`config.mk`:
```
export PLATFORM = sky130hd
export DESIGN_NAME = rng_fill_health_sequencer_flat
export DESIGN_NICKNAME = d
export VERILOG_FILES = /design/src/hw/rtl/rfhs_pkg.sv /design/src/hw/rtl/rfhs_req_if.sv /design/src/hw/rtl/rfhs_res_if.sv /design/src/hw/rtl/rng_fill_health_sequencer.sv /design/src/hw/rtl/rfhs_core.sv /design/src/hw/rtl/rfhs_res_fifo.sv /design/src/flat_wrapper.sv
export SDC_FILE = /design/constraint.sdc
export NUM_CORES = 1
export LEC_CHECK = 0
export BUFFER_PORTS_ARGS = -buffer_cell sky130_fd_sc_hd__buf_2
export CORE_AREA = 2 2 144 203
export CTS_CLUSTER_SIZE = 25
export DETAILED_ROUTE_END_ITERATION = 12
export DIE_AREA = 0 0 146 205
export HOLD_SLACK_MARGIN = 0.06
export PLACE_DENSITY = 0.71
export SYNTH_ARGS = -nofsm -noshare
export SYNTH_HDL_FRONTEND = slang
export SYNTH_SLANG_ARGS = --single-unit
```
`constraint.sdc`:
```
create_clock -name clk_i -period 11.7 [get_ports clk_i]
set_input_delay 1.17 -clock clk_i [delete_from_list [all_inputs] [get_ports clk_i]]
set_output_delay 1.17 -clock clk_i [all_outputs]
set_load 0.02 [all_outputs]
```
`src/hw/rtl/rfhs_pkg.sv`:
```
// rfhs_pkg: types, codes and constants of the random fill health sequencer
// used by the channel interfaces and every rtl module of the block

package rfhs_pkg;

  localparam int unsigned CfgW      = 20;
  localparam int unsigned CfgIdxW   = 2;
  localparam int unsigned LenW      = 16;
  localparam int unsigned WordW     = 32;
  localparam int unsigned TickW     = 8;
  localparam int unsigned SpinW     = 20;
  localparam int unsigned CountW    = 3;
  localparam int unsigned FifoDepth = 4;
  localparam int unsigned PtrW      = $clog2(FifoDepth);
  localparam int unsigned FillW     = $clog2(FifoDepth + 1);

  localparam logic [LenW-1:0]  MaxBytes    = 16'd4096;
  localparam logic [TickW-1:0] DeadlineRst = 8'd3;
  localparam logic [SpinW-1:0] SpinRst     = 20'd1000000;
  localparam logic [SpinW-1:0] SpinMax     = 20'hFFFFF;
  localparam logic [TickW-1:0] TickMax     = 8'hFF;

  typedef enum logic [1:0] {
    REQ_START = 2'd0,
    REQ_POLL  = 2'd1,
    REQ_TICK  = 2'd2
  } req_type_e;

  typedef enum logic [1:0] {
    KIND_CHUNK   = 2'd0,
    KIND_STATUS  = 2'd1,
    KIND_RESTART = 2'd2
  } out_kind_e;

  typedef enum logic [2:0] {
    ST_OK        = 3'd0,
    ST_INVALID   = 3'd1,
    ST_NOT_READY = 3'd2,
    ST_BUS_ERR   = 3'd3,
    ST_TIMEOUT   = 3'd4
  } status_e;

  typedef enum logic [CfgIdxW-1:0] {
    CFG_RNG_READY = 2'd0,
    CFG_DEADLINE  = 2'd1,
    CFG_SPIN      = 2'd2
  } cfg_idx_e;

  typedef struct packed {
    logic [1:0]       req_type;
    logic [LenW-1:0]  req_len;
    logic             buffer_present;
    logic             clock_ok;
    logic             clock_error;
    logic             seed_error;
    logic             data_ready;
    logic [WordW-1:0] rand_word;
  } req_t;

  typedef struct packed {
    logic [1:0]        out_kind;
    logic [WordW-1:0]  chunk_word;
    logic [CountW-1:0] byte_count;
    logic [2:0]        status;
    logic              wipe;
    logic              last;
  } res_t;

  typedef struct packed {
    logic [1:0] num;
    res_t       first;
    res_t       second;
  } push_t;

endpackage

```
`src/hw/rtl/rfhs_req_if.sv`:
```
// rfhs_req_if: request channel, valid/ready with the request fields
// depends on rfhs_pkg

interface rfhs_req_if;
  logic                      valid;
  logic                      ready;
  logic [1:0]                req_type;
  logic [rfhs_pkg::LenW-1:0] req_len;
  logic                      buffer_present;
  logic                      clock_ok;
  logic                      clock_error;
  logic                      seed_error;
  logic                      data_ready;
  logic [rfhs_pkg::WordW-1:0] rand_word;

  modport source (
    output valid, req_type, req_len, buffer_present, clock_ok,
           clock_error, seed_error, data_ready, rand_word,
    input  ready
  );
  modport sink (
    input  valid, req_type, req_len, buffer_present, clock_ok,
           clock_error, seed_error, data_ready, rand_word,
    output ready
  );
endinterface

```
`src/hw/rtl/rfhs_res_if.sv`:
```
// rfhs_res_if: result channel, valid/ready with the result fields
// depends on rfhs_pkg

interface rfhs_res_if;
  logic                         valid;
  logic                         ready;
  logic [1:0]                   out_kind;
  logic [rfhs_pkg::WordW-1:0]   chunk_word;
  logic [rfhs_pkg::CountW-1:0]  byte_count;
  logic [2:0]                   status;
  logic                         wipe;
  logic                         last;

  modport source (
    output valid, out_kind, chunk_word, byte_count, status, wipe, last,
    input  ready
  );
  modport sink (
    input  valid, out_kind, chunk_word, byte_count, status, wipe, last,
    output ready
  );
endinterface

```
`src/hw/rtl/rng_fill_health_sequencer.sv`:
```
// rng_fill_health_sequencer: top level, input register, sequencer core, result queue
// depends on rfhs_pkg, rfhs_req_if, rfhs_res_if, rfhs_core, rfhs_res_fifo
//
//   port     dir  kind         contents
//   req_i    in   valid/ready  start, poll observation or tick request
//   res_o    out  valid/ready  data chunk, request status or restart command
//   cfg_*_i  in   write only   rng_ready, deadline_ticks, spin_limit
//
// a request is registered, then handled by the core once the queue has room; the
// core pushes up to two results into a four-entry queue; one request per cycle is
// taken while the queue has room for two more results, and one result leaves per
// cycle while res_o.ready is high; a poll that ends a request with data gives two
// results; reset is asynchronous; the queue and request state clear at once

module rng_fill_health_sequencer (
  input  logic                          clk_i,
  input  logic                          rst_ni,
  rfhs_req_if.sink                      req_i,
  rfhs_res_if.source                    res_o,
  input  logic                          cfg_we_i,
  input  logic [rfhs_pkg::CfgIdxW-1:0]  cfg_idx_i,
  input  logic [rfhs_pkg::CfgW-1:0]     cfg_wdata_i
);

  logic            vld_q, vld_d;
  rfhs_pkg::req_t  req_q;
  logic            space;
  logic            go;
  logic            accept;
  rfhs_pkg::push_t push;
  rfhs_pkg::res_t  head;

  assign go          = vld_q && space;
  assign req_i.ready = !vld_q || go;
  assign accept      = req_i.valid && req_i.ready;
  assign vld_d       = accept ? 1'b1 : (go ? 1'b0 : vld_q);

  always_ff @(posedge clk_i or negedge rst_ni) begin
    if (!rst_ni) begin
      vld_q <= 1'b0;
    end else begin
      vld_q <= vld_d;
    end
  end

  always_ff @(posedge clk_i) begin
    if (accept) begin
      req_q.req_type       <= req_i.req_type;
      req_q.req_len        <= req_i.req_len;
      req_q.buffer_present <= req_i.buffer_present;
      req_q.clock_ok       <= req_i.clock_ok;
      req_q.clock_error    <= req_i.clock_error;
      req_q.seed_error     <= req_i.seed_error;
      req_q.data_ready     <= req_i.data_ready;
      req_q.rand_word      <= req_i.rand_word;
    end
  end

  rfhs_core u_core (
    .clk_i       (clk_i),
    .rst_ni      (rst_ni),
    .cfg_we_i    (cfg_we_i),
    .cfg_idx_i   (cfg_idx_i),
    .cfg_wdata_i (cfg_wdata_i),
    .go_i        (go),
    .req_i       (req_q),
    .push_o      (push)
  );

  rfhs_res_fifo u_fifo (
    .clk_i   (clk_i),
    .rst_ni  (rst_ni),
    .push_i  (push),
    .space_o (space),
    .valid_o (res_o.valid),
    .ready_i (res_o.ready),
    .data_o  (head)
  );

  assign res_o.out_kind   = head.out_kind;
  assign res_o.chunk_word = head.chunk_word;
  assign res_o.byte_count = head.byte_count;
  assign res_o.status     = head.status;
  assign res_o.wipe       = head.wipe;
  assign res_o.last       = head.last;

endmodule

```
`src/hw/rtl/rfhs_core.sv`:
```
// rfhs_core: configuration registers, request state and result generation
// depends on rfhs_pkg

module rfhs_core (
  input  logic                          clk_i,
  input  logic                          rst_ni,
  input  logic                          cfg_we_i,
  input  logic [rfhs_pkg::CfgIdxW-1:0]  cfg_idx_i,
  input  logic [rfhs_pkg::CfgW-1:0]     cfg_wdata_i,
  input  logic                          go_i,
  input  rfhs_pkg::req_t                req_i,
  output rfhs_pkg::push_t               push_o
);

  logic                          rng_ready_q;
  logic [rfhs_pkg::TickW-1:0]    deadline_q;
  logic [rfhs_pkg::SpinW-1:0]    spin_limit_q;

  logic                          busy_q, busy_d;
  logic [rfhs_pkg::LenW-1:0]     bytes_q, bytes_d;
  logic [rfhs_pkg::TickW-1:0]    elapsed_q, elapsed_d;
  logic [rfhs_pkg::SpinW-1:0]    spin_q, spin_d;
  logic                          restart_q, restart_d;
  logic [rfhs_pkg::WordW-1:0]    prev_q, prev_d;
  logic                          prev_vld_q, prev_vld_d;

  logic [rfhs_pkg::CountW-1:0]   chunk;
  logic [rfhs_pkg::LenW-1:0]     bytes_rem;
  logic [rfhs_pkg::SpinW-1:0]    spin_inc;

  function automatic rfhs_pkg::res_t mk_status(rfhs_pkg::status_e st, logic wipe);
    rfhs_pkg::res_t r;
    r            = '0;
    r.out_kind   = rfhs_pkg::KIND_STATUS;
    r.status     = st;
    r.wipe       = wipe;
    r.last       = 1'b1;
    return r;
  endfunction

  always_ff @(posedge clk_i or negedge rst_ni) begin
    if (!rst_ni) begin
      rng_ready_q  <= 1'b0;
      deadline_q   <= rfhs_pkg::DeadlineRst;
      spin_limit_q <= rfhs_pkg::SpinRst;
    end else if (cfg_we_i) begin
      case (cfg_idx_i)
        rfhs_pkg::CFG_RNG_READY: rng_ready_q  <= cfg_wdata_i[0];
        rfhs_pkg::CFG_DEADLINE:  deadline_q   <= cfg_wdata_i[rfhs_pkg::TickW-1:0];
        rfhs_pkg::CFG_SPIN:      spin_limit_q <= cfg_wdata_i[rfhs_pkg::SpinW-1:0];
        default: ;
      endcase
    end
  end

  assign chunk     = (bytes_q > rfhs_pkg::LenW'(4)) ? 3'd4 : bytes_q[rfhs_pkg::CountW-1:0];
  assign bytes_rem = bytes_q - {{(rfhs_pkg::LenW-rfhs_pkg::CountW){1'b0}}, chunk};
  assign spin_inc  = (spin_q == rfhs_pkg::SpinMax) ? spin_q : spin_q + 1'b1;

  always_comb begin
    busy_d     = busy_q;
    bytes_d    = bytes_q;
    elapsed_d  = elapsed_q;
    spin_d     = spin_q;
    restart_d  = restart_q;
    prev_d     = prev_q;
    prev_vld_d = prev_vld_q;
    push_o     = '0;
    if (go_i) begin
      case (req_i.req_type)
        rfhs_pkg::REQ_START: begin
          if (!busy_q) begin
            push_o.num = 2'd1;
            if ((!req_i.buffer_present && req_i.req_len != '0) ||
                req_i.req_len > rfhs_pkg::MaxBytes) begin
              push_o.first = mk_status(rfhs_pkg::ST_INVALID, 1'b0);
            end else if (req_i.req_len == '0) begin
              push_o.first = mk_status(rfhs_pkg::ST_OK, 1'b0);
            end else if (!rng_ready_q) begin
              push_o.first = mk_status(rfhs_pkg::ST_NOT_READY, 1'b0);
            end else if (!req_i.clock_ok) begin
              push_o.first = mk_status(rfhs_pkg::ST_BUS_ERR, 1'b1);
            end else begin
              push_o.num = 2'd0;
              busy_d     = 1'b1;
              bytes_d    = req_i.req_len;
              elapsed_d  = '0;
              spin_d     = '0;
              restart_d  = 1'b0;
            end
          end
        end
        rfhs_pkg::REQ_TICK: begin
          if (busy_q && elapsed_q != rfhs_pkg::TickMax) begin
            elapsed_d = elapsed_q + 1'b1;
          end
        end
        rfhs_pkg::REQ_POLL: begin
          if (busy_q) begin
            if (req_i.clock_error ||
                (req_i.seed_error && restart_q) ||
                (!req_i.seed_error && req_i.data_ready && prev_vld_q &&
                 req_i.rand_word == prev_q)) begin
              busy_d       = 1'b0;
              push_o.num   = 2'd1;
              push_o.first = mk_status(rfhs_pkg::ST_BUS_ERR, 1'b1);
            end else if (req_i.seed_error) begin
              restart_d             = 1'b1;
              push_o.num            = 2'd1;
              push_o.first.out_kind = rfhs_pkg::KIND_RESTART;
            end else if (req_i.data_ready) begin
              prev_d                  = req_i.rand_word;
              prev_vld_d              = 1'b1;
              bytes_d                 = bytes_rem;
              push_o.num              = 2'd1;
              push_o.first.out_kind   = rfhs_pkg::KIND_CHUNK;
              push_o.first.chunk_word = req_i.rand_word;
              push_o.first.byte_count = chunk;
              if (bytes_rem == '0) begin
                busy_d        = 1'b0;
                push_o.num    = 2'd2;
                push_o.second = mk_status(rfhs_pkg::ST_OK, 1'b0);
              end
            end else begin
              spin_d = spin_inc;
              if (elapsed_q >= deadline_q || spin_inc >= spin_limit_q) begin
                busy_d       = 1'b0;
                push_o.num   = 2'd1;
                push_o.first = mk_status(rfhs_pkg::ST_TIMEOUT, 1'b1);
              end
            end
          end
        end
        default: ;
      endcase
    end
  end

  always_ff @(posedge clk_i or negedge rst_ni) begin
    if (!rst_ni) begin
      busy_q     <= 1'b0;
      bytes_q    <= '0;
      elapsed_q  <= '0;
      spin_q     <= '0;
      restart_q  <= 1'b0;
      prev_vld_q <= 1'b0;
    end else begin
      busy_q     <= busy_d;
      bytes_q    <= bytes_d;
      elapsed_q  <= elapsed_d;
      spin_q     <= spin_d;
      restart_q  <= restart_d;
      prev_vld_q <= prev_vld_d;
    end
  end

  always_ff @(posedge clk_i) begin
    prev_q <= prev_d;
  end

endmodule

```
`src/hw/rtl/rfhs_res_fifo.sv`:
```
// rfhs_res_fifo: small result queue, two writes and one read per cycle
// depends on rfhs_pkg

module rfhs_res_fifo (
  input  logic                        clk_i,
  input  logic                        rst_ni,
  input  rfhs_pkg::push_t             push_i,
  output logic                        space_o,
  output logic                        valid_o,
  input  logic                        ready_i,
  output rfhs_pkg::res_t              data_o
);

  rfhs_pkg::res_t                mem_q [rfhs_pkg::FifoDepth];
  logic [rfhs_pkg::PtrW-1:0]     wr_q, rd_q;
  logic [rfhs_pkg::FillW-1:0]    fill_q;
  logic                          pop;
  logic [rfhs_pkg::PtrW-1:0]     wr_next;

  assign valid_o = fill_q != '0;
  assign space_o = fill_q <= rfhs_pkg::FillW'(rfhs_pkg::FifoDepth - 2);
  assign pop     = valid_o && ready_i;
  assign data_o  = mem_q[rd_q];
  assign wr_next = wr_q + 1'b1;

  always_ff @(posedge clk_i) begin
    if (push_i.num != 2'd0) begin
      mem_q[wr_q] <= push_i.first;
    end
    if (push_i.num == 2'd2) begin
      mem_q[wr_next] <= push_i.second;
    end
  end

  always_ff @(posedge clk_i or negedge rst_ni) begin
    if (!rst_ni) begin
      wr_q   <= '0;
      rd_q   <= '0;
      fill_q <= '0;
    end else begin
      wr_q   <= wr_q + rfhs_pkg::PtrW'(push_i.num);
      rd_q   <= rd_q + rfhs_pkg::PtrW'(pop);
      fill_q <= fill_q + rfhs_pkg::FillW'(push_i.num) - rfhs_pkg::FillW'(pop);
    end
  end

endmodule

```
`src/flat_wrapper.sv`:
```
// flat-port wrapper written by rule: the top's interface ports become plain ports
module rng_fill_health_sequencer_flat 
  (clk_i, rst_ni, cfg_we_i, cfg_idx_i, cfg_wdata_i, req_i_valid, req_i_req_type, req_i_req_len, req_i_buffer_present, req_i_clock_ok, req_i_clock_error, req_i_seed_error, req_i_data_ready, req_i_rand_word, req_i_ready, res_o_valid, res_o_out_kind, res_o_chunk_word, res_o_byte_count, res_o_status, res_o_wipe, res_o_last, res_o_ready);
  rfhs_req_if req_i_i ();
  rfhs_res_if res_o_i ();
  input  logic clk_i;
  input  logic rst_ni;
  input  logic cfg_we_i;
  input  logic [rfhs_pkg::CfgIdxW-1:0] cfg_idx_i;
  input  logic [rfhs_pkg::CfgW-1:0] cfg_wdata_i;
  input wire logic [$bits(req_i_i.valid)-1:0] req_i_valid;
  input wire logic [$bits(req_i_i.req_type)-1:0] req_i_req_type;
  input wire logic [$bits(req_i_i.req_len)-1:0] req_i_req_len;
  input wire logic [$bits(req_i_i.buffer_present)-1:0] req_i_buffer_present;
  input wire logic [$bits(req_i_i.clock_ok)-1:0] req_i_clock_ok;
  input wire logic [$bits(req_i_i.clock_error)-1:0] req_i_clock_error;
  input wire logic [$bits(req_i_i.seed_error)-1:0] req_i_seed_error;
  input wire logic [$bits(req_i_i.data_ready)-1:0] req_i_data_ready;
  input wire logic [$bits(req_i_i.rand_word)-1:0] req_i_rand_word;
  output wire logic [$bits(req_i_i.ready)-1:0] req_i_ready;
  output wire logic [$bits(res_o_i.valid)-1:0] res_o_valid;
  output wire logic [$bits(res_o_i.out_kind)-1:0] res_o_out_kind;
  output wire logic [$bits(res_o_i.chunk_word)-1:0] res_o_chunk_word;
  output wire logic [$bits(res_o_i.byte_count)-1:0] res_o_byte_count;
  output wire logic [$bits(res_o_i.status)-1:0] res_o_status;
  output wire logic [$bits(res_o_i.wipe)-1:0] res_o_wipe;
  output wire logic [$bits(res_o_i.last)-1:0] res_o_last;
  input wire logic [$bits(res_o_i.ready)-1:0] res_o_ready;
  assign req_i_i.valid = req_i_valid;
  assign req_i_i.req_type = req_i_req_type;
  assign req_i_i.req_len = req_i_req_len;
  assign req_i_i.buffer_present = req_i_buffer_present;
  assign req_i_i.clock_ok = req_i_clock_ok;
  assign req_i_i.clock_error = req_i_clock_error;
  assign req_i_i.seed_error = req_i_seed_error;
  assign req_i_i.data_ready = req_i_data_ready;
  assign req_i_i.rand_word = req_i_rand_word;
  assign req_i_ready = req_i_i.ready;
  assign res_o_valid = res_o_i.valid;
  assign res_o_out_kind = res_o_i.out_kind;
  assign res_o_chunk_word = res_o_i.chunk_word;
  assign res_o_byte_count = res_o_i.byte_count;
  assign res_o_status = res_o_i.status;
  assign res_o_wipe = res_o_i.wipe;
  assign res_o_last = res_o_i.last;
  assign res_o_i.ready = res_o_ready;
  rng_fill_health_sequencer u_core (.clk_i(clk_i), .rst_ni(rst_ni), .req_i(req_i_i), .res_o(res_o_i), .cfg_we_i(cfg_we_i), .cfg_idx_i(cfg_idx_i), .cfg_wdata_i(cfg_wdata_i));
endmodule
```
==> After elaboration in Yosys (flattened, before gate mapping) <==
Memories as Yosys holds them, arrays and structs flattened.
Index checks and enable logic that the tools add are counted.
Widths: inputs -> output; s select.
{ "totals": {"ff_bits": 171, "ramBits": 168, "inputBits": 82, "out_inout_bits": 44, "elab_cells": 179, "n_memories": 1} }
{ "op_classes": {"addsub": 8, "magnitude_cmp": 5, "eq_ne": 20, "mux": 85, "bitwise": 2, "n_reduce_logical": 36} }
{ "memory_table": {"columns": ["name", "depth", "width", "read_ports", "rd_clocked_by_memory_dff", "wr", "line_no", "source"], "rows": [
  ["u_core.u_fifo.mem_q", 4, 42, 1, 0, 2, "rfhs_res_fifo.sv:14", "rfhs_pkg::res_t mem_q [rfhs_pkg::FifoDepth];"]
]} }
{ "op_table": {"columns": ["cell", "n"], "rows": [
  ["$mux 44", 8],
  ["$mux 41", 5],
  ["$mux 20", 10],
  ["$mux 86", 2],
  ["$mux 16", 9],
  ["$mux 42", 3],
  ["$pmux 44 s2", 1],
  ["$mux 82", 1],
  ["$mux 8", 6],
  ["$mux 43", 1],
  ["$pmux 20 s2", 1],
  ["$mux 39", 1],
  ["$eq 32x32->1", 1],
  ["$logic_not 16->1", 2],
  ["$pmux 16 s2", 1],
  ["$mux 1", 29],
  ["$reduce_and 11->1", 2],
  ["$add 20x1->20 const B", 1],
  ["$eq 20x20->1 const B", 1],
  ["$ge 20x20->1", 1],
  ["$ne 2x2->1 const B", 9],
  ["$gt 16x13->1 const B", 1],
  ["$gt 16x3->1 const B", 1],
  ["$pmux 8 s2", 1],
  ["30 further kinds", 58]
]} }

==> Depth between registers and ports, before layout <==
Gate-level depths: netlist of the first run.
{ "logic_depth": {"depth_word": 20, "mapped_depth": 20, "ltp_nobuf": 20} }

==> By module <==
Synthesis of the first run repeated with hierarchy kept, for this count alone.
{ "hier_totals": {"cells_unflattened": 1228, "area_unflattened_um2": 17329.1} }
{ "by_module_without_submodules": {"columns": ["module", "instances", "cells_each", "area_each_um2", "seq_area_each_um2"], "rows": [
  ["rfhs_res_fifo", 1, 448, 8645.8, 5220.0],
  ["rfhs_core", 1, 720, 6971.7, 2874.0],
  ["rng_fill_health_sequencer", 1, 60, 1711.6, 1676.6]
]} }

==> Least setup slack after synthesis of the first run <==
OpenSTA, ideal clock, no wires.
{ "synth_timing": {"kind": "reg2reg", "start": "reg u_core.u_core.spin_q[0] (netlist name)", "end": "mem u_core.u_fifo.mem_q[3][0] (netlist name) (enable)", "setup_time_ns": 0.243, "arrival_ns": 4.354, "t_required_ns": 11.457, "setup_slack_ns": 7.103, "path_stages_with_launch": 20, "n_path_buf": 2, "synth_period_minus_slack_ns": 4.597, "cell_sequence": "dfrtp_1 > ha_1 > nand4_1 > nor4_1 > nand2_1 > nand3_1 > nor2_1 > and3_1 > xnor2_1 > ha_1 > nand4_1 > nor2_1 > a222oi_1 > nand3_1 > o41ai_2 > a22oi_2 > a22oi_1 > buf_2 > buf_2 > inv_1"} }
{ "synth_rtl": {"columns": ["item", "line_no", "source"], "rows": [
  ["start: declaration", "rfhs_core.sv:22", "logic [rfhs_pkg::SpinW-1:0] spin_q, spin_d;"],
  ["start signal: assignment", "rfhs_core.sv:151", "spin_q <= spin_d;"],
  ["end: declaration", "rfhs_res_fifo.sv:14", null]
]} }

==> out/results.tsv, run 1 <==
stage	metric	value	unit
placed_design	DP Worst Slack	5920	ps
clock_network	post-cts resize count	0	
sta	Least-Margin Pin Slew	1180	ps
grt	first-pass GRT wire length	57900	µm
clock_network	CTS root buf	clkbuf_16	
critical_path	worst path buffer plus inverter count	1	
pwr	clock power share	0.301	
logic_synthesis	EDFF count, synth	91	
sta	Setup WS post-layout	5850	ps
clock_network	CTS Buf Count	34	
critical_path	CP endpoint kind	flip-flop	
clock_network	clock net sink count	335	
drt	Total Wirelength	36100	µm
clock_network	H-Tree Depth	2	
logic_synthesis	Synth Instances	1240	
floorplanning	Die Y	205	µm
drt	initial drt markers	777	
clock_network	CTS tree	done	
sta	unrepaired setup endpoints after global routing	no	
floorplanning	total die area	29900	µm²
critical_path	CP max FO	39	
logic_synthesis	Cell Area, Synth	14700	µm²
pwr	Leak	6.71	nW
drt	Via-to-Cell Ratio	6.07	
floorplanning	std cell rows	73	
clock_network	CTS clk-pin slew, worst paths	60	ps
logic_synthesis	Ys Warns	0	
critical_path	Worst EP required	11960	ps
logic_synthesis	Seq/Total Area, Yosys	0.546	
floorplanning	core box area	28100	µm²
drt	DRC viols	0	
critical_path	crit-path leading delay family	simple AND/OR/NAND/NOR gates	
sta	Max Transition Viols Final	0	
critical_path	critical path arrival	6120	ps
pwr	switch share	0.327	
final_layout	commonest non-fill, non-tap cell in the layout	dfxtp_1	
placed_design	Placer Congestion	0.911	
sta	Final Hold Viols	0	
pwr	Seq pwr share	0.470	
grt	initial antenna violation count	0	
grt	Global Route Usage Sum	0.242	
drt	TritonRoute pass-1 iters	6	
logic_synthesis	syn nets	1359	
critical_path	Critical Path Max Stage Delay	960	ps
clock_network	clk_lat worst skew	540	ps
clock_network	Clock Tree Buf Depth	3	
logic_synthesis	Synth cell types	76	
pwr	Switch Pwr	1.14	mW
grt	vias in the first global route	10800	
critical_path	flop2flop setup slack	5850	ps
sta	Tmin final	5850	ps
logic_synthesis	Syn Area/Cell	11.9	µm²
critical_path	Cell Chain, Critical Path	nand4_1, nor4_1, nand2_1, nand3_1, nor2_1, and3_1, xnor2_1, ha_1, nand4_1, nor2_1, a222oi_1, nand3_1, o41ai_2, a21oi_1, nor2_4, inv_1	
grt	grt ovf	0	
run	Max-Cap Viols	0	
drt	Antenna Nets Post-Route	0	
logic_synthesis	Synth Register Bits	335	
sta	Setup TNS	0	ps
pwr	P per Cell Area	208	nW/µm²
critical_path	CP Launch Type	flip-flop	
grt	largest net degree at the start of global routing	70	
sta	Setup violations, final	0	
final_layout	diode count	0	
sta	f_max	0.171	GHz
critical_path	Slowest cell on crit path	nor4_1	
final_layout	proportion of layout cells with a drive suffix above 1	0.220	
floorplanning	initial core utilization	0.524	
placed_design	Final HPWL DP	23900	µm
pwr	internal power	2.34	mW
logic_synthesis	top_reg_cell synth	dfxtp_1	
sta	final worst-path cycle share	0.500	
critical_path	WS Path Type	flip-flop to flip-flop	
logic_synthesis	ys async rst share	0.251	
final_layout	Final nets	1460	
pwr	Peak supply drop	0.000114	V
sta	skew final	21.4	ps
final_layout	Area growth syn-to-layout	13.7	%
run_status	status	completed	
drt	drt wl/cell	20.7	µm
clock_network	cts hold-fix bufs	0	
placed_design	IO buf count	125	
final_layout	most frequent cells in the layout	160 x dfxtp_1, 147 x a22o_1, 124 x buf_2, 91 x edfxtp_1, 79 x nand2_1	
clock_network	setup bufs post-CTS	0	
floorplanning	# IOs	126	
drt	via count	10600	
pwr	Comb power frac	0.229	
worst_hold_path	HP Class	flip-flop to flip-flop	
floorplanning	DIE WIDTH	146	µm
sta	worst relative slew slack	0.203	
-- cell families (layout without fill, tap and decap cells) --
logic type | count (synthesis) | after routing | share of synthesized area
XOR/XNOR | 56 | 56 | 0.0333
other | 1 | 1 | 0.000254
buffers and inverters | 126 | 253 | 0.0342
flip-flops | 335 | 335 | 0.546
AO/OA/AOI/OAI | 329 | 329 | 0.168
AND/OR/NAND/NOR | 281 | 281 | 0.0975
adder cells (fa/ha/maj) | 37 | 37 | 0.0319
multiplexers | 75 | 75 | 0.0884
-- cell usage after synthesis, drive strengths merged (8+ instances only) --
cell    count  area share
a21oi      34       0.012
a22o      147       0.087
a31oi      11      0.0047
a32o       12      0.0081
and3       10      0.0042
buf        18      0.0066
clkbuf     56       0.014
dfrtp      75        0.13
dfstp       9       0.016
dfxtp     160        0.22
edfxtp     91        0.19
ha         36       0.031
inv        52       0.013
mux2       31       0.024
mux4       41       0.063
nand2      79       0.020
nand2b     15      0.0064
nand3      28      0.0095
nand4      22      0.0093
nor2       62       0.016
nor3       19      0.0071
nor4       14      0.0088
o21ai      66       0.022
o31ai       8      0.0041
xnor2      45       0.027
xor2       11      0.0065
-- sequential cells by signal, indices dropped and copies added, names as in the netlist --
name and flops:
u_core.u_fifo.mem_q 164, u_core.req_q 55, u_core.u_core.prev_q 32, u_core.u_core.spin_limit_q 20
u_core.u_core.spin_q 20, u_core.u_core.bytes_q 16, u_core.u_core.deadline_q 8, u_core.u_core.elapsed_q 8
u_core.u_fifo.fill_q 3, u_core.u_fifo.rd_q 2, u_core.u_fifo.wr_q 2, u_core.u_core.busy_q 1
u_core.u_core.prev_vld_q 1, u_core.u_core.restart_q 1, u_core.u_core.rng_ready_q 1, u_core.vld_q 1
-- worst reg2reg max path: cells and delay by family (launching register included) --
| family | cells | cell delay (ps) |
|---|---|---|
| xor gates and xnor gates | 1 | 210 |
| and+or+nand+nor | 10 | 3500 |
| DFF | 1 | 440 |
| adders and majority gates | 1 | 270 |
| AOI/OAI and AO/OA | 3 | 1030 |
| buffers and inverters | 1 | 140 |
-- path summary, 6_finish.rpt --
path                       cells after the start                                     end                              startpoint
max                                           16     u_core.u_fifo.mem_q[2][0]$_DFFE_PP_     u_core.u_core.spin_q[3]$_DFFE_PN0P_
min                                            1  u_core.u_fifo.mem_q[1][5]$_SDFFE_PP0P_  u_core.u_fifo.mem_q[1][5]$_SDFFE_PP0P_
max reg2reg                                   16     u_core.u_fifo.mem_q[2][0]$_DFFE_PP_     u_core.u_core.spin_q[3]$_DFFE_PN0P_
min reg2reg                                    1  u_core.u_fifo.mem_q[1][5]$_SDFFE_PP0P_  u_core.u_fifo.mem_q[1][5]$_SDFFE_PP0P_
max in group asynchronous                      2         u_core.u_fifo.rd_q[1]$_DFF_PN0_                                  rst_ni
min in group asynchronous                      1    u_core.u_core.bytes_q[3]$_DFFE_PN0P_                                  rst_ni
-- metal layers --
| layer | up-vias | GRT usage | routed length (µm) |
|---|---|---|---|
| li1 | 4886 | - | - |
| met2 | 346 | 0.436 | 18500 |
| met1 | 5264 | 0.291 | 14600 |
| met5 | - | 0 | 0 |
| met4 | 0 | 0.106 | 1320 |
| met3 | 80 | 0.0318 | 1680 |
-- power groups by stage --
stage / Combinational (mW) / Clock (mW) / Sequential [mW]
2_1_floorplan: 0.650 / 0 / 1.54
3_3_place_gp: 0.781 / 0 / 1.65
3_5_place_dp: 0.796 / 0 / 1.65
4_1_cts: 0.801 / 1.08 / 1.63
5_1_grt: 0.876 / 1.12 / 1.66
6_report: 0.795 / 1.05 / 1.64
-- final cells by class --
class	instances	area, µm²
flip-flops and latches	335	8050
repair buffers	139	733
well taps	375	469
clock inverters	16	115
multi-input cells	779	6230
fillers	2320	11400
inverters	52	195
clock buffers	46	968
-- stage by stage --
step           cell area [µm²]   util  hold slack (ps)  power, mW  std cells
6_report                 16800  0.596              465       3.48       1742
5_1_grt                  16800  0.596              488       3.66       1742
3_5_place_dp             15700  0.557              454       2.45       1680
2_1_floorplan            14700      -              434       2.19       1240
3_3_place_gp             15700  0.557              444       2.43       1680
4_1_cts                  16800  0.596              469       3.51       1742
Note: power is estimated with default switching activity, not from simulation.
==> inputs of run 2 (changes only) <==
Clock period 11.7 ns to 5.65 ns, I/O delays scaled along.
==> run 2 against run 1 <==
Via count is essentially flat. Wire length increased by 1.0%. Non-clock buffer count up 4. Sequential share of layout area shrank 0.49 points. Clock power grew 130%. Clock skew is 1.2 ps lower. Sequential power is 110% higher. Clock-buffer cell count is 7 higher. Largest cell class unchanged. Largest power group unchanged. Highest routed layer unchanged.
==> out/results.tsv, run 2 (synthesis results as in run 1) <==
stage	metric	value	unit	change
sta	unrepaired setup endpoints after global routing	no		unchanged
floorplanning	Die Y	205	µm	unchanged
drt	DRC viols	0		unchanged
grt	largest net degree at the start of global routing	57		was 70
final_layout	most frequent cells in the layout	160 x dfxtp_1, 147 x a22o_1, 124 x buf_2, 91 x edfxtp_1, 79 x nand2_1		unchanged
floorplanning	initial core utilization	0.524		unchanged
run_status	status	completed		unchanged
clock_network	clk_lat worst skew	540	ps	about the same
grt	first-pass GRT wire length	57500	µm	was 57,900 µm
placed_design	Placer Congestion	0.923		was 0.911
run	Max-Cap Viols	0		unchanged
worst_hold_path	HP Class	primary input to asynchronous set/reset pin		was flip-flop to flip-flop
drt	drt wl/cell	20.8	µm	was 20.7 µm
final_layout	commonest non-fill, non-tap cell in the layout	dfxtp_1		unchanged
sta	Least-Margin Pin Slew	1250	ps	was 1180 ps
pwr	P per Cell Area	438	nW/µm²	was 208 nW/µm²
sta	Max Transition Viols Final	0		unchanged
drt	Antenna Nets Post-Route	0		unchanged
drt	via count	10600		about the same
clock_network	CTS tree	done		unchanged
critical_path	critical path arrival	5690	ps	was 6120 ps
sta	Final Hold Viols	0		unchanged
clock_network	clock net sink count	335		unchanged
sta	Setup TNS	0	ps	unchanged
final_layout	final non-filler cell total	1748		was 1,742
drt	Total Wirelength	36400	µm	was 36,100 µm
final_layout	proportion of layout cells with a drive suffix above 1	0.223		was 0.220
grt	Global Route Usage Sum	0.242		about the same
placed_design	IO buf count	125		unchanged
floorplanning	std cell rows	73		unchanged
final_layout	Area growth syn-to-layout	14.9	%	was 13.7%
clock_network	Clock Tree Buf Depth	3		unchanged
critical_path	CP Launch Type	flip-flop		unchanged
clock_network	post-cts resize count	0		unchanged
grt	grt ovf	0		unchanged
critical_path	CP max FO	26		was 39
drt	Via-to-Cell Ratio	6.05		was 6.07
clock_network	H-Tree Depth	2		unchanged
pwr	Leak	6.81	nW	was 6.71 nW
critical_path	CP endpoint kind	flip-flop		unchanged
drt	TritonRoute pass-1 iters	5		was 6
final_layout	Largest register FFs	164		unchanged
floorplanning	# IOs	126		unchanged
final_layout	Top Registers	u_core.u_fifo.mem_q x164, u_core.req_q x55, u_core.u_core.prev_q x32		unchanged
critical_path	Worst EP required	6070	ps	was 11,960 ps
sta	Tmin final	5280	ps	was 5850 ps
floorplanning	total die area	29900	µm²	unchanged
pwr	Peak supply drop	0.000239	V	was 0.000114 V
clock_network	cts hold-fix bufs	0		unchanged
drt	initial drt markers	843		was 777
sta	worst hold slack	118	ps	was 465 ps
final_layout	Final nets	1465		was 1,460
clock_network	CTS clk-pin slew, worst paths	60	ps	about the same
clock_network	setup bufs post-CTS	0		unchanged
sta	f_max	0.190	GHz	was 0.171 GHz
sta	final worst-path cycle share	0.934		was 0.500
sta	skew final	20.2	ps	was 21.4 ps
floorplanning	core box area	28100	µm²	unchanged
final_layout	most flop-heavy register	u_core.u_fifo.mem_q		unchanged
critical_path	WS Path Type	flip-flop to flip-flop		unchanged
final_layout	fill cell count	2325		was 2,320
sta	Setup violations, final	0		unchanged
sta	worst relative slew slack	0.157		was 0.203
final_layout	diode count	0		unchanged
grt	vias in the first global route	10700		was 10,800
clock_network	CTS root buf	clkbuf_16		unchanged
grt	initial antenna violation count	0		unchanged
placed_design	placed cell count	1684		was 1,680
floorplanning	DIE WIDTH	146	µm	unchanged
clock_network	CTS Buf Count	35		was 34
critical_path	cells on worst reg2reg path	17		was 16
placed_design	Final HPWL DP	24400	µm	was 23,900 µm
-- run 2: changes by cell type in the layout (fill, tap and decap cells not counted), sizes merged --
cell / before / now
clkbuf: 46 / 53
clkinv: 12 / 7
buf: 139 / 143
bufinv: 0 / 3
clkinvlp: 3 / 0
-- run 2: metal layers --
layer,track usage,up-vias,share of wire
li1,-,4902,-
met1,0.281,5245,0.40
met2,0.448,337,0.52
met3,0.0325,83,0.048
met4,0.100,0,0.036
met5,0,-,0
-- run 2: worst paths after layout --
kind / start / endpoint / slack [ps]
setup / recovery: u_core.u_core.spin_q[0]$_DFFE_PN0P_ / u_core.u_fifo.mem_q[0][24]$_SDFFE_PP0P_ / 370
hold / removal: rst_ni / u_core.u_core.bytes_q[8]$_DFFE_PN0P_ / 120
setup reg to reg: u_core.u_core.spin_q[0]$_DFFE_PN0P_ / u_core.u_fifo.mem_q[0][24]$_SDFFE_PP0P_ / 370
hold reg to reg: u_core.u_fifo.mem_q[0][5]$_SDFFE_PP0P_ / u_core.u_fifo.mem_q[0][5]$_SDFFE_PP0P_ / 470
max in group asynchronous: rst_ni / u_core.u_fifo.rd_q[0]$_DFF_PN0_ / 4610
min in group clk_i: req_i_rand_word[8] / u_core.req_q[8]$_DFFE_PP_ / 200
-- run 2: worst max-delay path, stage by stage, from the launching register on --
cell	delay [ps]
dfrtp_1	420
ha_1	290
nand4_1	110
nor4_1	50
buf_4	160
a21oi_1	570
nand4_1	260
xnor2_1	190
ha_1	310
nand4_1	190
a2111oi_0	660
a32oi_1	210
nand3_1	210
o41ai_2	120
a21boi_1	640
a31oi_4	220
buf_12	290
a22o_1	250
-- run 2: layout make-up --
cell class,instances,area (µm²),area share
clock buffer,53,1050,0.0623
clock inverter,11,146,0.00864
inverter,52,195,0.0115
multi-input combinational,779,6230,0.368
sequential,335,8050,0.475
tap,375,469,0.0277
timing repair buffer,143,788,0.0465
-- run 2: where the power goes --
group / internal [mW] / leakage, nW / total (mW) / switching (mW)
Sequential: 2.92 / 3.18 / 3.38 / 0.457
Clock: 1.43 / 0.591 / 2.38 / 0.952
Combinational: 0.719 / 3.04 / 1.66 / 0.945
Total: 5.07 / 6.81 / 7.43 / 2.35
-- run 2: metrics by stage --
stage / util / power (mW) / setup slack [ps] / instance area [µm²]
3_5_place_dp: 0.559 / 5.08 / 429 / 15700
3_3_place_gp: 0.559 / 5.04 / 430 / 15700
2_1_floorplan: - / 4.53 / 1050 / 14700
5_1_grt: 0.602 / 7.79 / 106 / 16900
6_report: 0.602 / 7.43 / 374 / 16900
4_1_cts: 0.602 / 7.48 / 400 / 16900
==> inputs of run 3 (changes only) <==
Settings changed: REMOVE_ABC_BUFFERS set to 1.
==> run 3 against run 2 <==
Sequential power is essentially flat. Highest routed layer unchanged. Register-to-register slack gained 190 ps. Largest power group unchanged. Cell area shrank 0.70%. Sequential cell count is the same.
==> out/results.tsv, run 3 (synthesis results as in run 1) <==
stage	metric	value	unit	change
clock_network	clock net sink count	335		unchanged
sta	skew final	18.4	ps	was 20.2 ps
clock_network	post-cts resize count	0		unchanged
critical_path	Worst EP required	5920	ps	was 6070 ps
sta	Setup WS post-layout	561	ps	was 374 ps
sta	Max Transition Viols Final	0		unchanged
final_layout	proportion of layout cells with a drive suffix above 1	0.218		was 0.223
sta	Tmin final	5090	ps	was 5280 ps
run	Max-Cap Viols	0		unchanged
clock_network	CTS clk-pin slew, worst paths	60	ps	about the same
floorplanning	core box area	28100	µm²	unchanged
floorplanning	Die Y	205	µm	unchanged
placed_design	Final HPWL DP	23000	µm	was 24,400 µm
critical_path	CP Launch Point	u_core.u_core.spin_q[0]$_DFFE_PN0P_		unchanged
floorplanning	initial core utilization	0.524		unchanged
critical_path	CP endpoint kind	flip-flop		unchanged
final_layout	fill cell count	2316		was 2,325
final_layout	final non-filler cell total	1747		was 1,748
grt	Global Route Usage Sum	0.237		was 0.242
sta	Setup violations, final	0		unchanged
sta	Final Hold Viols	0		unchanged
clock_network	CTS root buf	clkbuf_16		unchanged
sta	final worst-path cycle share	0.901		was 0.934
critical_path	flop2flop setup slack	560	ps	was 370 ps
clock_network	H-Tree Depth	2		unchanged
critical_path	Critical Path End	u_core.u_fifo.mem_q[3][0]$_DFFE_PP_		was u_core.u_fifo.mem_q[0][24]$_SDFFE_PP0P_
final_layout	Top Registers	u_core.u_fifo.mem_q x164, u_core.req_q x55, u_core.u_core.prev_q x32		unchanged
floorplanning	# IOs	126		unchanged
placed_design	IO buf count	125		unchanged
drt	initial drt markers	737		was 843
worst_hold_path	HP Class	primary input to flip-flop		was primary input to asynchronous set/reset pin
pwr	clock power share	0.309		was 0.321
grt	initial antenna violation count	0		unchanged
critical_path	Cell Chain, Critical Path	ha_1, nand4_1, nor4_1, buf_4, nand2_1, nand3_1, nor2_1, and3_1, xnor2_1, ha_1, nand4_1, nor2_1, a222oi_1, nand3_1, o41ai_2, a22oi_2, a22oi_2, buf_4, inv_1		was ha_1, nand4_1, nor4_1, buf_4, a21oi_1, nand4_1, xnor2_1, ha_1, nand4_1, a2111oi_0, a32oi_1, nand3_1, o41ai_2, a21boi_1, a31oi_4, buf_12, a22o_1
pwr	Switch Pwr	2.33	mW	was 2.35 mW
pwr	Leak	6.74	nW	was 6.81 nW
floorplanning	total die area	29900	µm²	unchanged
pwr	P per Cell Area	431	nW/µm²	was 438 nW/µm²
critical_path	Critical Path Max Stage Delay	460	ps	was 660 ps
sta	Setup TNS	0	ps	unchanged
placed_design	placed cell count	1683		was 1,684
final_layout	most flop-heavy register	u_core.u_fifo.mem_q		unchanged
placed_design	DP Worst Slack	590	ps	was 429 ps
clock_network	clk_lat worst skew	530	ps	was 540 ps
drt	via count	10500		was 10,600
drt	Top Metal Used	met4		unchanged
clock_network	setup bufs post-CTS	0		unchanged
final_layout	Area growth syn-to-layout	14.1	%	was 14.9%
sta	f_max	0.197	GHz	was 0.190 GHz
drt	Antenna Nets Post-Route	0		unchanged
placed_design	Placer Congestion	0.937		was 0.923
critical_path	critical path arrival	5360	ps	was 5690 ps
grt	vias in the first global route	10800		was 10,700
sta	worst relative slew slack	0.273		was 0.157
final_layout	Largest register FFs	164		unchanged
pwr	switch share	0.321		was 0.317
clock_network	cts hold-fix bufs	1		was 0
final_layout	Final nets	1464		was 1,465
final_layout	most frequent cells in the layout	160 x dfxtp_1, 147 x a22o_1, 124 x buf_2, 91 x edfxtp_1, 79 x nand2_1		unchanged
pwr	final total power	7.26	mW	was 7.43 mW
pwr	Peak supply drop	0.000253	V	was 0.000239 V
run_status	status	completed		unchanged
clock_network	CTS tree	done		unchanged
pwr	Comb power frac	0.223		was 0.224
critical_path	Slowest cell on crit path	buf_4		was a2111oi_0
sta	unrepaired setup endpoints after global routing	no		unchanged
sta	Least-Margin Pin Slew	1080	ps	was 1250 ps
drt	routed wl met2	18100	µm	was 19,000 µm
clock_network	CTS Buf Count	34		was 35
critical_path	reg2reg end	u_core.u_fifo.mem_q[3][0]$_DFFE_PP_		was u_core.u_fifo.mem_q[0][24]$_SDFFE_PP0P_
final_layout	fin util	0.598		was 0.602
critical_path	CP max FO	39		was 26
drt	drt wl/cell	20.3	µm	was 20.8 µm
floorplanning	DIE WIDTH	146	µm	unchanged
pwr	Seq pwr share	0.467		was 0.455
drt	TritonRoute pass-1 iters	7		was 5
critical_path	Worst R2R Start	u_core.u_core.spin_q[0]$_DFFE_PN0P_		unchanged
pwr	internal power	4.93	mW	was 5.07 mW
grt	grt ovf	0		unchanged
floorplanning	std cell rows	73		unchanged
critical_path	cells on worst reg2reg path	19		was 17
final_layout	commonest non-fill, non-tap cell in the layout	dfxtp_1		unchanged
drt	DRC viols	0		unchanged
drt	Routed met1 length	14400	µm	was 14,500 µm
drt	Total Wirelength	35500	µm	was 36,400 µm
drt	Via-to-Cell Ratio	6.04		was 6.05
grt	first-pass GRT wire length	57000	µm	was 57,500 µm
critical_path	WS Path Type	flip-flop to flip-flop		unchanged
critical_path	CP Launch Type	flip-flop		unchanged
grt	largest net degree at the start of global routing	75		was 57
clock_network	Clock Tree Buf Depth	3		unchanged
drt	WL met3	1650	µm	was 1730 µm
-- run 3: routing by layer --
layer	vias up	track usage
met3	79	0.0343
met5	-	0
met1	5228	0.286
met4	0	0.0981
li1	4900	-
met2	338	0.427
-- run 3: per-stage QoR --
step	instance area, µm²	hold slack [ps]
floorplan	14400	269
global placement	15700	420
CTS	16800	189
detailed placement	15700	424
global route	16800	198
finish	16800	209
-- run 3: worst min path at each step --
stage	start	to	slack, ps	cells after the start
after detailed placement	rst_ni	u_core.u_core.spin_limit_q[10]$_DFFE_PN0P_	420	1
after global placement	rst_ni	u_core.u_core.spin_limit_q[10]$_DFFE_PN0P_	420	1
after global routing	req_i_rand_word[6]	u_core.req_q[6]$_DFFE_PP_	200	1
after floorplan	rst_ni	u_core.u_core.busy_q$_DFFE_PN0P_	270	0
after CTS	req_i_rand_word[18]	u_core.req_q[18]$_DFFE_PP_	190	1
final	req_i_rand_word[18]	u_core.req_q[18]$_DFFE_PP_	210	1
-- run 3: area by class of cell --
class                           count  area (µm²)  share of cell area
Clock inverter                     13         139             0.00826
Antenna cell                        1        2.50            0.000149
Inverter                           52         195              0.0116
Timing Repair Buffer              143         766              0.0455
Multi-Input combinational cell    779        6220               0.370
Sequential cell                   335        8050               0.479
Tap cell                          375         469              0.0279
Clock buffer                       49         968              0.0576
-- run 3: power by group through the flow --
stage	clock network [mW]	logic (mW)	registers (mW)
after floorplan	0	1.12	3.35
after global placement	0	1.59	3.41
after detailed placement	0	1.63	3.43
after CTS	2.29	1.64	3.38
after global routing	2.38	1.79	3.44
final	2.25	1.62	3.39
-- run 3: worst max-delay path: cells and delay by family (launching register included) --
family,cells,cell delay (ps)
flip-flops,1,420
XOR/XNOR,1,180
adder cells (fa/ha/maj),2,580
AO/OA/AOI/OAI,4,1270
AND/OR/NAND/NOR,9,1660
buffers and inverters,3,720
